### src/sv/lpr_pkg.sv
// Shared types and constants for the LRU page replacement block.
// Depends on nothing; used by lpr_frame_mem, lpr_scan and lru_page_replacement.
package lpr_pkg;

  localparam int MAX_FRAMES_DEF = 16;
  localparam int PAGE_BITS_DEF  = 8;
  localparam int STAMP_W        = 32;
  localparam int CFG_W          = 5;
  localparam int FRAME_OUT_W    = 4;
  localparam int EVICT_W        = 8;

  localparam logic [CFG_W-1:0] FRAMES_RESET = 5'd16;

  typedef enum logic [1:0] {
    ST_IDLE,
    ST_SCAN,
    ST_WRITE
  } state_t;

  typedef struct packed {
    logic                   hit;
    logic [FRAME_OUT_W-1:0] frame;
    logic [EVICT_W-1:0]     evicted_page;
  } result_t;

endpackage

### src/sv/lpr_frame_mem.sv
// Frame table memory: page number and use stamp per frame, one read and one write port.
// Entries read as zero until first written (per-entry valid flops). Uses lpr_pkg.
module lpr_frame_mem #(
  parameter int MAX_FRAMES = lpr_pkg::MAX_FRAMES_DEF,
  parameter int PAGE_BITS  = lpr_pkg::PAGE_BITS_DEF,
  localparam int AW        = (MAX_FRAMES > 1) ? $clog2(MAX_FRAMES) : 1
) (
  input  logic                       clk,
  input  logic                       rst_n,
  input  logic                       rd_en,
  input  logic [AW-1:0]              rd_addr,
  output logic [PAGE_BITS-1:0]       rd_page,
  output logic [lpr_pkg::STAMP_W-1:0] rd_stamp,
  input  logic                       wr_en,
  input  logic [AW-1:0]              wr_addr,
  input  logic [PAGE_BITS-1:0]       wr_page,
  input  logic [lpr_pkg::STAMP_W-1:0] wr_stamp
);

  localparam int DW = PAGE_BITS + lpr_pkg::STAMP_W;

  logic [DW-1:0]         mem [MAX_FRAMES];
  logic [MAX_FRAMES-1:0] vld_r;
  logic [DW-1:0]         q_r;
  logic                  q_vld_r;

  always_ff @(posedge clk) begin
    if (wr_en) begin
      mem[wr_addr] <= {wr_page, wr_stamp};
    end
    if (rd_en) begin
      q_r <= mem[rd_addr];
    end
  end

  always_ff @(posedge clk) begin
    if (!rst_n) begin
      vld_r   <= '0;
      q_vld_r <= 1'b0;
    end else begin
      if (wr_en) begin
        vld_r[wr_addr] <= 1'b1;
      end
      if (rd_en) begin
        q_vld_r <= vld_r[rd_addr];
      end
    end
  end

  // never-written frames are empty with stamp zero
  assign rd_page  = q_vld_r ? q_r[DW-1:lpr_pkg::STAMP_W] : '0;
  assign rd_stamp = q_vld_r ? q_r[lpr_pkg::STAMP_W-1:0] : '0;

endmodule

### src/sv/lpr_scan.sv
// Request sequencer: walks the active frames one per cycle, finds a hit or the LRU victim,
// then writes the frame back and forms the result word. Page zero skips walk and write. Uses lpr_pkg.
module lpr_scan #(
  parameter int MAX_FRAMES = lpr_pkg::MAX_FRAMES_DEF,
  parameter int PAGE_BITS  = lpr_pkg::PAGE_BITS_DEF,
  localparam int AW        = (MAX_FRAMES > 1) ? $clog2(MAX_FRAMES) : 1,
  localparam int CW        = $clog2(MAX_FRAMES + 1)
) (
  input  logic                        clk,
  input  logic                        rst_n,
  input  logic                        start,
  input  logic [PAGE_BITS-1:0]        in_page,
  input  logic [CW-1:0]               n_active,
  output logic                        busy,
  output logic                        rd_en,
  output logic [AW-1:0]               rd_addr,
  input  logic [PAGE_BITS-1:0]        rd_page,
  input  logic [lpr_pkg::STAMP_W-1:0] rd_stamp,
  output logic                        wr_en,
  output logic [AW-1:0]               wr_addr,
  output logic [PAGE_BITS-1:0]        wr_page,
  output logic [lpr_pkg::STAMP_W-1:0] wr_stamp,
  output logic                        res_valid,
  output lpr_pkg::result_t            res
);

  lpr_pkg::state_t state_r, state_nxt;

  logic [PAGE_BITS-1:0]        page_r;
  logic                        zero_r;
  logic [CW-1:0]               n_r;
  logic [CW-1:0]               rd_cnt_r;
  logic                        cmp_vld_r;
  logic [AW-1:0]               cmp_idx_r;
  logic [lpr_pkg::STAMP_W-1:0] min_stamp_r;
  logic [AW-1:0]               victim_r;
  logic [PAGE_BITS-1:0]        victim_page_r;
  logic                        hit_r;
  logic [AW-1:0]               hit_idx_r;
  logic [lpr_pkg::STAMP_W-1:0] stamp_r;
  logic                        res_valid_r;
  lpr_pkg::result_t            res_r, res_nxt;

  logic                        match;
  logic                        older;
  logic                        cmp_last;
  logic [AW-1:0]               sel_idx;
  logic [31:0]                 sel_idx_ext;
  logic [31:0]                 victim_page_ext;

  assign match    = cmp_vld_r && (rd_page == page_r);
  assign older    = (cmp_idx_r == '0) || (rd_stamp < min_stamp_r);
  assign cmp_last = cmp_vld_r && ((CW'(cmp_idx_r) + CW'(1)) == n_r);

  // next state
  always_comb begin
    state_nxt = state_r;
    case (state_r)
      lpr_pkg::ST_IDLE: begin
        if (start) begin
          state_nxt = (in_page == '0) ? lpr_pkg::ST_WRITE : lpr_pkg::ST_SCAN;
        end
      end
      lpr_pkg::ST_SCAN: begin
        if (match || cmp_last) begin
          state_nxt = lpr_pkg::ST_WRITE;
        end
      end
      lpr_pkg::ST_WRITE: state_nxt = lpr_pkg::ST_IDLE;
      default:           state_nxt = lpr_pkg::ST_IDLE;
    endcase
  end

  // outputs
  always_comb begin
    busy  = 1'b1;
    rd_en = 1'b0;
    wr_en = 1'b0;
    case (state_r)
      lpr_pkg::ST_IDLE:  busy  = 1'b0;
      lpr_pkg::ST_SCAN:  rd_en = (rd_cnt_r < n_r);
      lpr_pkg::ST_WRITE: wr_en = !zero_r;
      default:           busy  = 1'b0;
    endcase
  end

  assign rd_addr  = rd_cnt_r[AW-1:0];
  assign sel_idx  = hit_r ? hit_idx_r : victim_r;
  assign wr_addr  = sel_idx;
  assign wr_page  = page_r;
  assign wr_stamp = stamp_r + lpr_pkg::STAMP_W'(1);

  assign sel_idx_ext     = 32'(sel_idx);
  assign victim_page_ext = 32'(victim_page_r);

  always_comb begin
    res_nxt = '0;
    if (!zero_r) begin
      res_nxt.hit   = hit_r;
      res_nxt.frame = sel_idx_ext[lpr_pkg::FRAME_OUT_W-1:0];
      if (!hit_r) begin
        res_nxt.evicted_page = victim_page_ext[lpr_pkg::EVICT_W-1:0];
      end
    end
  end

  always_ff @(posedge clk) begin
    if (!rst_n) begin
      state_r     <= lpr_pkg::ST_IDLE;
      stamp_r     <= '0;
      cmp_vld_r   <= 1'b0;
      res_valid_r <= 1'b0;
    end else begin
      state_r     <= state_nxt;
      res_valid_r <= (state_r == lpr_pkg::ST_WRITE);
      cmp_vld_r   <= rd_en;
      if (wr_en) begin
        stamp_r <= wr_stamp;
      end
    end
  end

  always_ff @(posedge clk) begin
    if (state_r == lpr_pkg::ST_IDLE && start) begin
      page_r   <= in_page;
      zero_r   <= (in_page == '0);
      n_r      <= n_active;
      rd_cnt_r <= '0;
      hit_r    <= 1'b0;
    end
    if (rd_en) begin
      rd_cnt_r <= rd_cnt_r + CW'(1);
    end
    if (state_r == lpr_pkg::ST_SCAN && cmp_vld_r) begin
      if (match) begin
        hit_r     <= 1'b1;
        hit_idx_r <= cmp_idx_r;
      end else if (older) begin
        // strict compare keeps the lowest index on equal stamps
        min_stamp_r   <= rd_stamp;
        victim_r      <= cmp_idx_r;
        victim_page_r <= rd_page;
      end
    end
    cmp_idx_r <= rd_addr;
    if (state_r == lpr_pkg::ST_WRITE) begin
      res_r <= res_nxt;
    end
  end

  assign res_valid = res_valid_r;
  assign res       = res_r;

endmodule

### src/sv/lru_page_replacement.sv
// LRU page replacement over a frame table. A fault scans all active frames, a hit ends the scan
// at the matching frame, and page zero skips it; out_valid is registered from the write state.
// The next request is taken in the cycle the result shows, so requests never overlap; one frame
// is read from the table memory per cycle. Results cannot be stalled. Synchronous active-low
// reset empties all frames, clears the stamp counter and sets the frame count to 16.
module lru_page_replacement #(
  parameter int MAX_FRAMES = lpr_pkg::MAX_FRAMES_DEF,
  parameter int PAGE_BITS  = lpr_pkg::PAGE_BITS_DEF
) (
  input  logic                               clk,
  input  logic                               rst_n,
  input  logic                               start,
  output logic                               busy,
  input  logic [PAGE_BITS-1:0]               in_page,
  output logic                               out_valid,
  output logic                               out_hit,
  output logic [lpr_pkg::FRAME_OUT_W-1:0]    out_frame,
  output logic [lpr_pkg::EVICT_W-1:0]        out_evicted_page,
  input  logic                               cfg_we,
  input  logic [lpr_pkg::CFG_W-1:0]          cfg_frames_in_use
);

  localparam int AW = (MAX_FRAMES > 1) ? $clog2(MAX_FRAMES) : 1;
  localparam int CW = $clog2(MAX_FRAMES + 1);

  logic [lpr_pkg::CFG_W-1:0]   frames_in_use_r;
  logic [CW-1:0]               n_active;
  logic                        rd_en, wr_en;
  logic [AW-1:0]               rd_addr, wr_addr;
  logic [PAGE_BITS-1:0]        rd_page, wr_page;
  logic [lpr_pkg::STAMP_W-1:0] rd_stamp, wr_stamp;
  lpr_pkg::result_t            res;

  always_ff @(posedge clk) begin
    if (!rst_n) begin
      frames_in_use_r <= lpr_pkg::FRAMES_RESET;
    end else if (cfg_we) begin
      frames_in_use_r <= cfg_frames_in_use;
    end
  end

  // clamp the count into 1..MAX_FRAMES
  always_comb begin
    if (frames_in_use_r == '0) begin
      n_active = CW'(1);
    end else if (frames_in_use_r > MAX_FRAMES) begin
      n_active = CW'(MAX_FRAMES);
    end else begin
      n_active = CW'(frames_in_use_r);
    end
  end

  lpr_frame_mem #(
    .MAX_FRAMES (MAX_FRAMES),
    .PAGE_BITS  (PAGE_BITS)
  ) u_mem (
    .clk      (clk),
    .rst_n    (rst_n),
    .rd_en    (rd_en),
    .rd_addr  (rd_addr),
    .rd_page  (rd_page),
    .rd_stamp (rd_stamp),
    .wr_en    (wr_en),
    .wr_addr  (wr_addr),
    .wr_page  (wr_page),
    .wr_stamp (wr_stamp)
  );

  lpr_scan #(
    .MAX_FRAMES (MAX_FRAMES),
    .PAGE_BITS  (PAGE_BITS)
  ) u_scan (
    .clk       (clk),
    .rst_n     (rst_n),
    .start     (start),
    .in_page   (in_page),
    .n_active  (n_active),
    .busy      (busy),
    .rd_en     (rd_en),
    .rd_addr   (rd_addr),
    .rd_page   (rd_page),
    .rd_stamp  (rd_stamp),
    .wr_en     (wr_en),
    .wr_addr   (wr_addr),
    .wr_page   (wr_page),
    .wr_stamp  (wr_stamp),
    .res_valid (out_valid),
    .res       (res)
  );

  assign out_hit          = res.hit;
  assign out_frame        = res.frame;
  assign out_evicted_page = res.evicted_page;

`ifndef SYNTHESIS
  a_result_after_busy: assert property (@(posedge clk) disable iff (!rst_n)
    out_valid |-> $past(busy))
    else $error("result word without a preceding busy cycle");

  a_busy_from_start: assert property (@(posedge clk) disable iff (!rst_n)
    $rose(busy) |-> $past(start))
    else $error("busy rose without an accepted request");

  a_hit_no_evict: assert property (@(posedge clk) disable iff (!rst_n)
    out_valid && out_hit |-> out_evicted_page == '0)
    else $error("hit reported an evicted page");

  a_no_write_while_idle: assert property (@(posedge clk) disable iff (!rst_n)
    !busy |-> !wr_en && !rd_en)
    else $error("table access while idle");
`endif

endmodule
### config.mk
export PLATFORM = sky130hd
export DESIGN_NAME = lru_page_replacement
export DESIGN_NICKNAME = d
export VERILOG_FILES = /design/src/sv/lpr_pkg.sv /design/src/sv/lpr_frame_mem.sv /design/src/sv/lpr_scan.sv /design/src/sv/lru_page_replacement.sv
export SDC_FILE = /design/constraint.sdc
export NUM_CORES = 1
export LEC_CHECK = 0
export BUFFER_PORTS_ARGS = -buffer_cell sky130_fd_sc_hd__buf_2
export CAP_MARGIN = 25
export CORE_UTILIZATION = 50
export CTS_CLUSTER_DIAMETER = 30
export CTS_CLUSTER_SIZE = 24
export DETAILED_ROUTE_END_ITERATION = 16
export GPL_TIMING_DRIVEN = 0
export PLACE_DENSITY = 0.75
export SYNTH_ARGS = -nofsm -noshare
export SYNTH_HDL_FRONTEND = slang
export SYNTH_HIERARCHICAL = 1
export SYNTH_SLANG_ARGS = --single-unit
### constraint.sdc
create_clock -name clk -period 8 [get_ports clk]
set_clock_uncertainty 0.15 [all_clocks]
set_input_delay 0.8 -clock clk [delete_from_list [all_inputs] [get_ports clk]]
set_output_delay 0.8 -clock clk [all_outputs]
set_load 0.02 [all_outputs]
# Yosys cells after proc, flatten, opt, wreduce, memory -nomap -nowiden
# Memories as Yosys holds them, arrays and structs flattened. A register that Yosys moved wholly into a read port is not among the register bits.
# Cells that the tools add are included.
[op_classes]
bitwise_logic = 2
mux = 22
order_cmp = 6
add_sub_neg = 3
n_reduce_logical = 19
eq_ne = 6
[op_table]
columns = ["op", "n"]
rows = [
  ["$add 32x1->32 const B", 1],
  ["$lt 32x32->1", 1],
  ["$mux 32", 1],
  ["$or 16x16->16", 1],
  ["$mux 5", 3],
  ["$lt 4x5->1 const B", 2],
  ["$mux 1", 10],
  ["$eq 8x8->1", 1],
  ["$logic_not 8->1", 1],
  ["$mux 8", 1],
  ["$mux 2", 3],
  ["$reduce_or 2->1", 3],
  ["$add 4x1->5 const B", 1],
  ["$add 5x1->5 const B", 1],
  ["$eq 5x5->1", 1],
  ["$gt 5x5->1 const B", 1],
  ["$logic_and 1x1->1", 5],
  ["$logic_not 5->1", 1],
  ["$lt 5x5->1", 1],
  ["$bmux 1 s4", 1],
  ["$demux 1 s4", 1],
  ["$ge 4x1->1 const B", 1],
  ["$logic_not 4->1", 1],
  ["$mux 4", 1],
  ["other kinds (12)", 14],
]
[totals]
register_bits = 143
out_inout_bits = 15
mem_count = 1
ramBits = 640
[mem_list]
columns = ["memory", "depth", "word_bits", "rd", "rd_ports_with_merged_regs", "wr", "line_no", "rtl"]
rows = [
  ["u_mem.mem", 16, 40, 1, 1, 1, "lpr_frame_mem.sv:22", "logic [DW-1:0] mem [MAX_FRAMES];"],
]

# Depth between registers and ports, before layout
[logic_depth]
ltp_word = 6
ltp_mapped = 11
mapped_depth_nobuf = 11

# Hierarchy
# The synthesis kept the hierarchy.
[by_module_without_submodules]
columns = ["module", "cells_each", "area_per_inst_um2", "n_inst"]
rows = [
  ["lpr_frame_mem", 1045, 26185.1, 1],
  ["lpr_scan", 544, 6054.6, 1],
  ["lru_page_replacement", 23, 221.5, 1],
]

# Worst setup path before layout
# Ideal clock, no wire load.
[synth_timing]
path_type = "register to register"
startpoint = "reg u_scan.state_r[0]"
endpoint = "mem u_mem/mem[0][0] in the netlist's numbering, enable pin"
setup_slack_ps = 2599
path_stages_with_launch = 8
n_path_buf = 1
arrival_ps = 4762
synth_period_minus_slack_ps = 5401
setup_ps = 489
path_cell_list = "dfxtp_1 -> inv_1 -> ha_1 -> nand2b_1 -> inv_1 -> clkbuf_1 -> or3b_2 -> nor3_1"
[synth_between]
elab_chain_cells = 4
[synth_lines]
columns = ["item", "line_no", "rtl"]
rows = [
  ["start, declared", "lpr_scan.sv:27", "lpr_pkg::state_t state_r, state_nxt;"],
  ["start signal, assigned", "lpr_scan.sv:109", "state_r <= lpr_pkg::ST_IDLE;"],
  ["start signal, assigned", "lpr_scan.sv:114", "state_r <= state_nxt;"],
  ["$eq 2x2->1", "lpr_scan.sv:79", "case (state_r)"],
  ["$mux 1", "lpr_scan.sv:79", ""],
  ["via wr_en", "lru_page_replacement.sv:28", "logic rd_en, wr_en;"],
  ["$mux 1", "lpr_frame_mem.sv:28", "if (wr_en) begin"],
  ["$mux 1 (not written as such)", "lpr_frame_mem.sv:29", "mem[wr_addr] <= {wr_page, wr_stamp};"],
  ["end, declared", "lpr_frame_mem.sv:22", ""],
]
# The timed path passes the listed nets, and every way through them passes these cells.

# Worst setup path after layout
[layout_timing]
startpoint = "reg u_scan.state_r[0]"
endpoint = "mem u_mem/mem[0][13] in the netlist's numbering, enable pin"
# The elaborated chain is that of the path after synthesis.

==> summary.txt <==
Final HPWL DP -> 45,400 um
crit path DAT -> 4.90 ns
Setup violations, final -> 0
top cells by area, synth -> edfxtp_1 70%, mux4_2 14%, dfxtp_1 3.9%
ant diodes -> 0
Non-Filler Instances -> 2,829
area delta synth->final -> 22.6%
Sink Count -> 823
dpl cells -> 2,547
Setup Fix Bufs, Post-CTS -> 0
worst-skew pair later-pin latency -> 0.73 ns
Synth top area share -> 70.3%
clock slew at reported path FFs -> 0.05 ns
layout cells sized above 1 -> 30.7%
Post-Syn Area -> 0.0325 sq mm
Tot GR Track Use -> 24.3%
Die Height -> 257 um
peak supply drop -> 0.220 mV
Power Total -> 12.3 mW
synth unique cells -> 57
CP required -> 8.25 ns
Mapped Cells -> 1,612
Hold Violations, Final -> 0
fill count -> 4,117
first drt pass iteration count -> 5
drt drc -> 0
Max-cap violations -> 0
Die X -> 257 um
Hold WS -> 0.123 ns
worst rel slew slack -> 26.1%
PD cells -> 309 mW/mm^2
I/O pin cnt -> 32
vias per inst -> 5.98
CP Max Fanout -> 15
initial antenna violation count -> 1
row cnt -> 93
grt ovf -> 0
status -> complete, no violations
fin crit share -> 58.2%
Startpoint Class -> register
first-pass GRT wire length -> 115,000 um
syn_nets -> 1,671
Crit path largest cell delay -> 0.68 ns
number of gates resized after CTS -> 0
Layout Nets -> 1,918
predominant post-synthesis flop cell -> edfxtp_1
RSZ-0062 raised after global routing -> false
Post-CTS Hold Buffers -> 0
Initial Util -> 50.4%
CTS max path bufs -> 3
gpl congestion -> 0.811
Final Max Tran Viols -> 0
Root Driver -> clkbuf_16
DRT antenna net count -> 0
r2r worst-path depth -> 10
CTS tree -> done
kind of critical path -> register to register
Leakage -> 13.6 nW
DIE AREA -> 0.0659 sq mm
Detailed Route WL -> 78,000 um
H-tree depth -> 4
area leader, netlist -> edfxtp_1
Crit. End Element -> register
hold crit path type -> primary input to register
number of global-route vias before repair -> 18,100
1st-iter DRT viols -> 1,959
total CTS buffers -> 140
Slowest cell on crit path -> clkbuf_1
most numerous cell in the Yosys netlist -> edfxtp_1
Port Buffers -> 30
via count -> 16,900
worst-margin pin slew -> 1.10 ns
maximum clock frequency -> 0.215 GHz
Core Util, Final -> 61.8%
EDFF count, synth -> 760
Commonest cells post-synth -> 760 x edfxtp_1, 202 x mux4_2, 70 x nor2_1, 63 x dfxtp_1, 54 x inv_1
critical path, cell by cell -> inv_1 -> ha_1 -> nand2b_1 -> inv_1 -> clkbuf_1 -> or3b_2 -> nor3_2 -> buf_6 -> buf_6 -> buf_6
Tmin final -> 4.65 ns
drt wl/cell -> 27.6 um
crit-path most repeated cell -> buf_6
register area share after synthesis -> 74.2%
flops & latches, synth -> 823
Hold Crit Depth -> 1
Core ar. -> 0.0643 sq mm
largest net degree at the start of global routing -> 29
number of synthesis warnings -> 6
synthesized area per cell -> 20.1 sq um
Async SR Flop Fraction -> 0%
==> power breakdown <==
| group | internal (mW) | total [mW] | switching, mW |
|---|---|---|---|
| clock | 4.17 | 6.23 | 2.06 |
| sequential | 4.81 | 4.87 | 0.0652 |
| combinational | 0.584 | 1.20 | 0.616 |
| total | 9.56 | 12.3 | 2.74 |
==> worst paths after layout <==
kind	from	end	slack, ns
worst max-delay path	u_scan/state_r[0]$_SDFFE_PN0P_	u_mem/mem[0][13]$_DFFE_PP_	3.35
worst min-delay path	in_page[5]	u_scan/wr_page[5]$_DFFE_PP_	0.12
worst max register to register	u_scan/state_r[0]$_SDFFE_PN0P_	u_mem/mem[0][13]$_DFFE_PP_	3.35
worst min register to register	u_mem/vld_r[10]$_SDFFE_PN0P_	u_mem/vld_r[10]$_SDFFE_PN0P_	0.31
==> registers in the layout (all words and copies together), names as in the netlist, 2 cells and up <==
signal / count
frames_in_use_r: 5
u_mem/q_r: 40
u_scan/n_r: 5
u_scan/hit_idx_r: 4
u_scan/state_r: 2
u_scan/victim_page_r: 8
u_scan/rd_cnt_r: 5
u_scan/min_stamp_r: 32
u_scan/victim_r: 4
u_mem/vld_r: 16
u_mem/mem: 640
u_scan/stamp_r: 32
u_scan/wr_page: 8
u_scan/cmp_idx_r: 4
u_scan/res: 13
==> cell families after synthesis <==
kind of cell | after synthesis | synth area share (%)
compound gates | 69 | 1.42
mux | 215 | 14.4
xor+xnor | 73 | 1.97
fa+ha+maj | 42 | 1.62
simple gates | 266 | 4.59
buf+inv | 124 | 1.78
flops | 823 | 74.2
==> metrics by stage <==
stage	cell area, sq um	TNS (ns)	setup slack (ns)
5_1_grt	39800	0	3.26
3_3_place_gp	33700	-268.20	-1.92
2_1_floorplan	32500	0	2.60
4_1_cts	39600	0	3.43
6_report	39800	0	3.35
3_5_place_dp	34600	0	3.49
==> cell type report <==
class                   instances  area, sq um  area share, %
repair buffers                105         1170           2.95
inverters                      55          206          0.519
clock inverters                91         1160           2.91
clock buffers                 166         3800           9.55
flip-flops and latches        823        24100           60.5
multi-input cells             665         7930           19.9
well taps                     855         1070           2.69
plain buffers                  69          373          0.937
==> worst max-delay path, delay by kind of cell, from the launching register on <==
kind	cells	cell delay [ns]
buffers and inverters	6	1.60
adder cells (fa/ha/maj)	1	0.61
flip-flops	1	0.31
AND/OR/NAND/NOR	3	1.65
==> cells in the final DEF (no fill, tap or decap), types with 32 or more instances in the layout <==
| cell | n |
|---|---|
| and2_1 | 50 |
| nand2_1 | 34 |
| xor2_1 | 32 |
| edfxtp_1 | 760 |
| clkbuf_16 | 148 |
| mux4_2 | 202 |
| xnor2_1 | 39 |
| buf_2 | 45 |
| dfxtp_1 | 63 |
| inv_1 | 53 |
| ha_1 | 42 |
| clkbuf_1 | 49 |
| nor2_1 | 58 |
==> per-layer routing <==
metal  wire [um]  vias up  GRT usage [%]  part of all wire, %
li1            -     7013              -                    -
met1       28900     8913           29.4                   37
met2       41400      841           42.7                   53
met3        5440      162           4.88                  7.0
met4        2220        2           9.77                  2.8
met5          13        -              0                0.017
(Power assumes the default switching activity.)
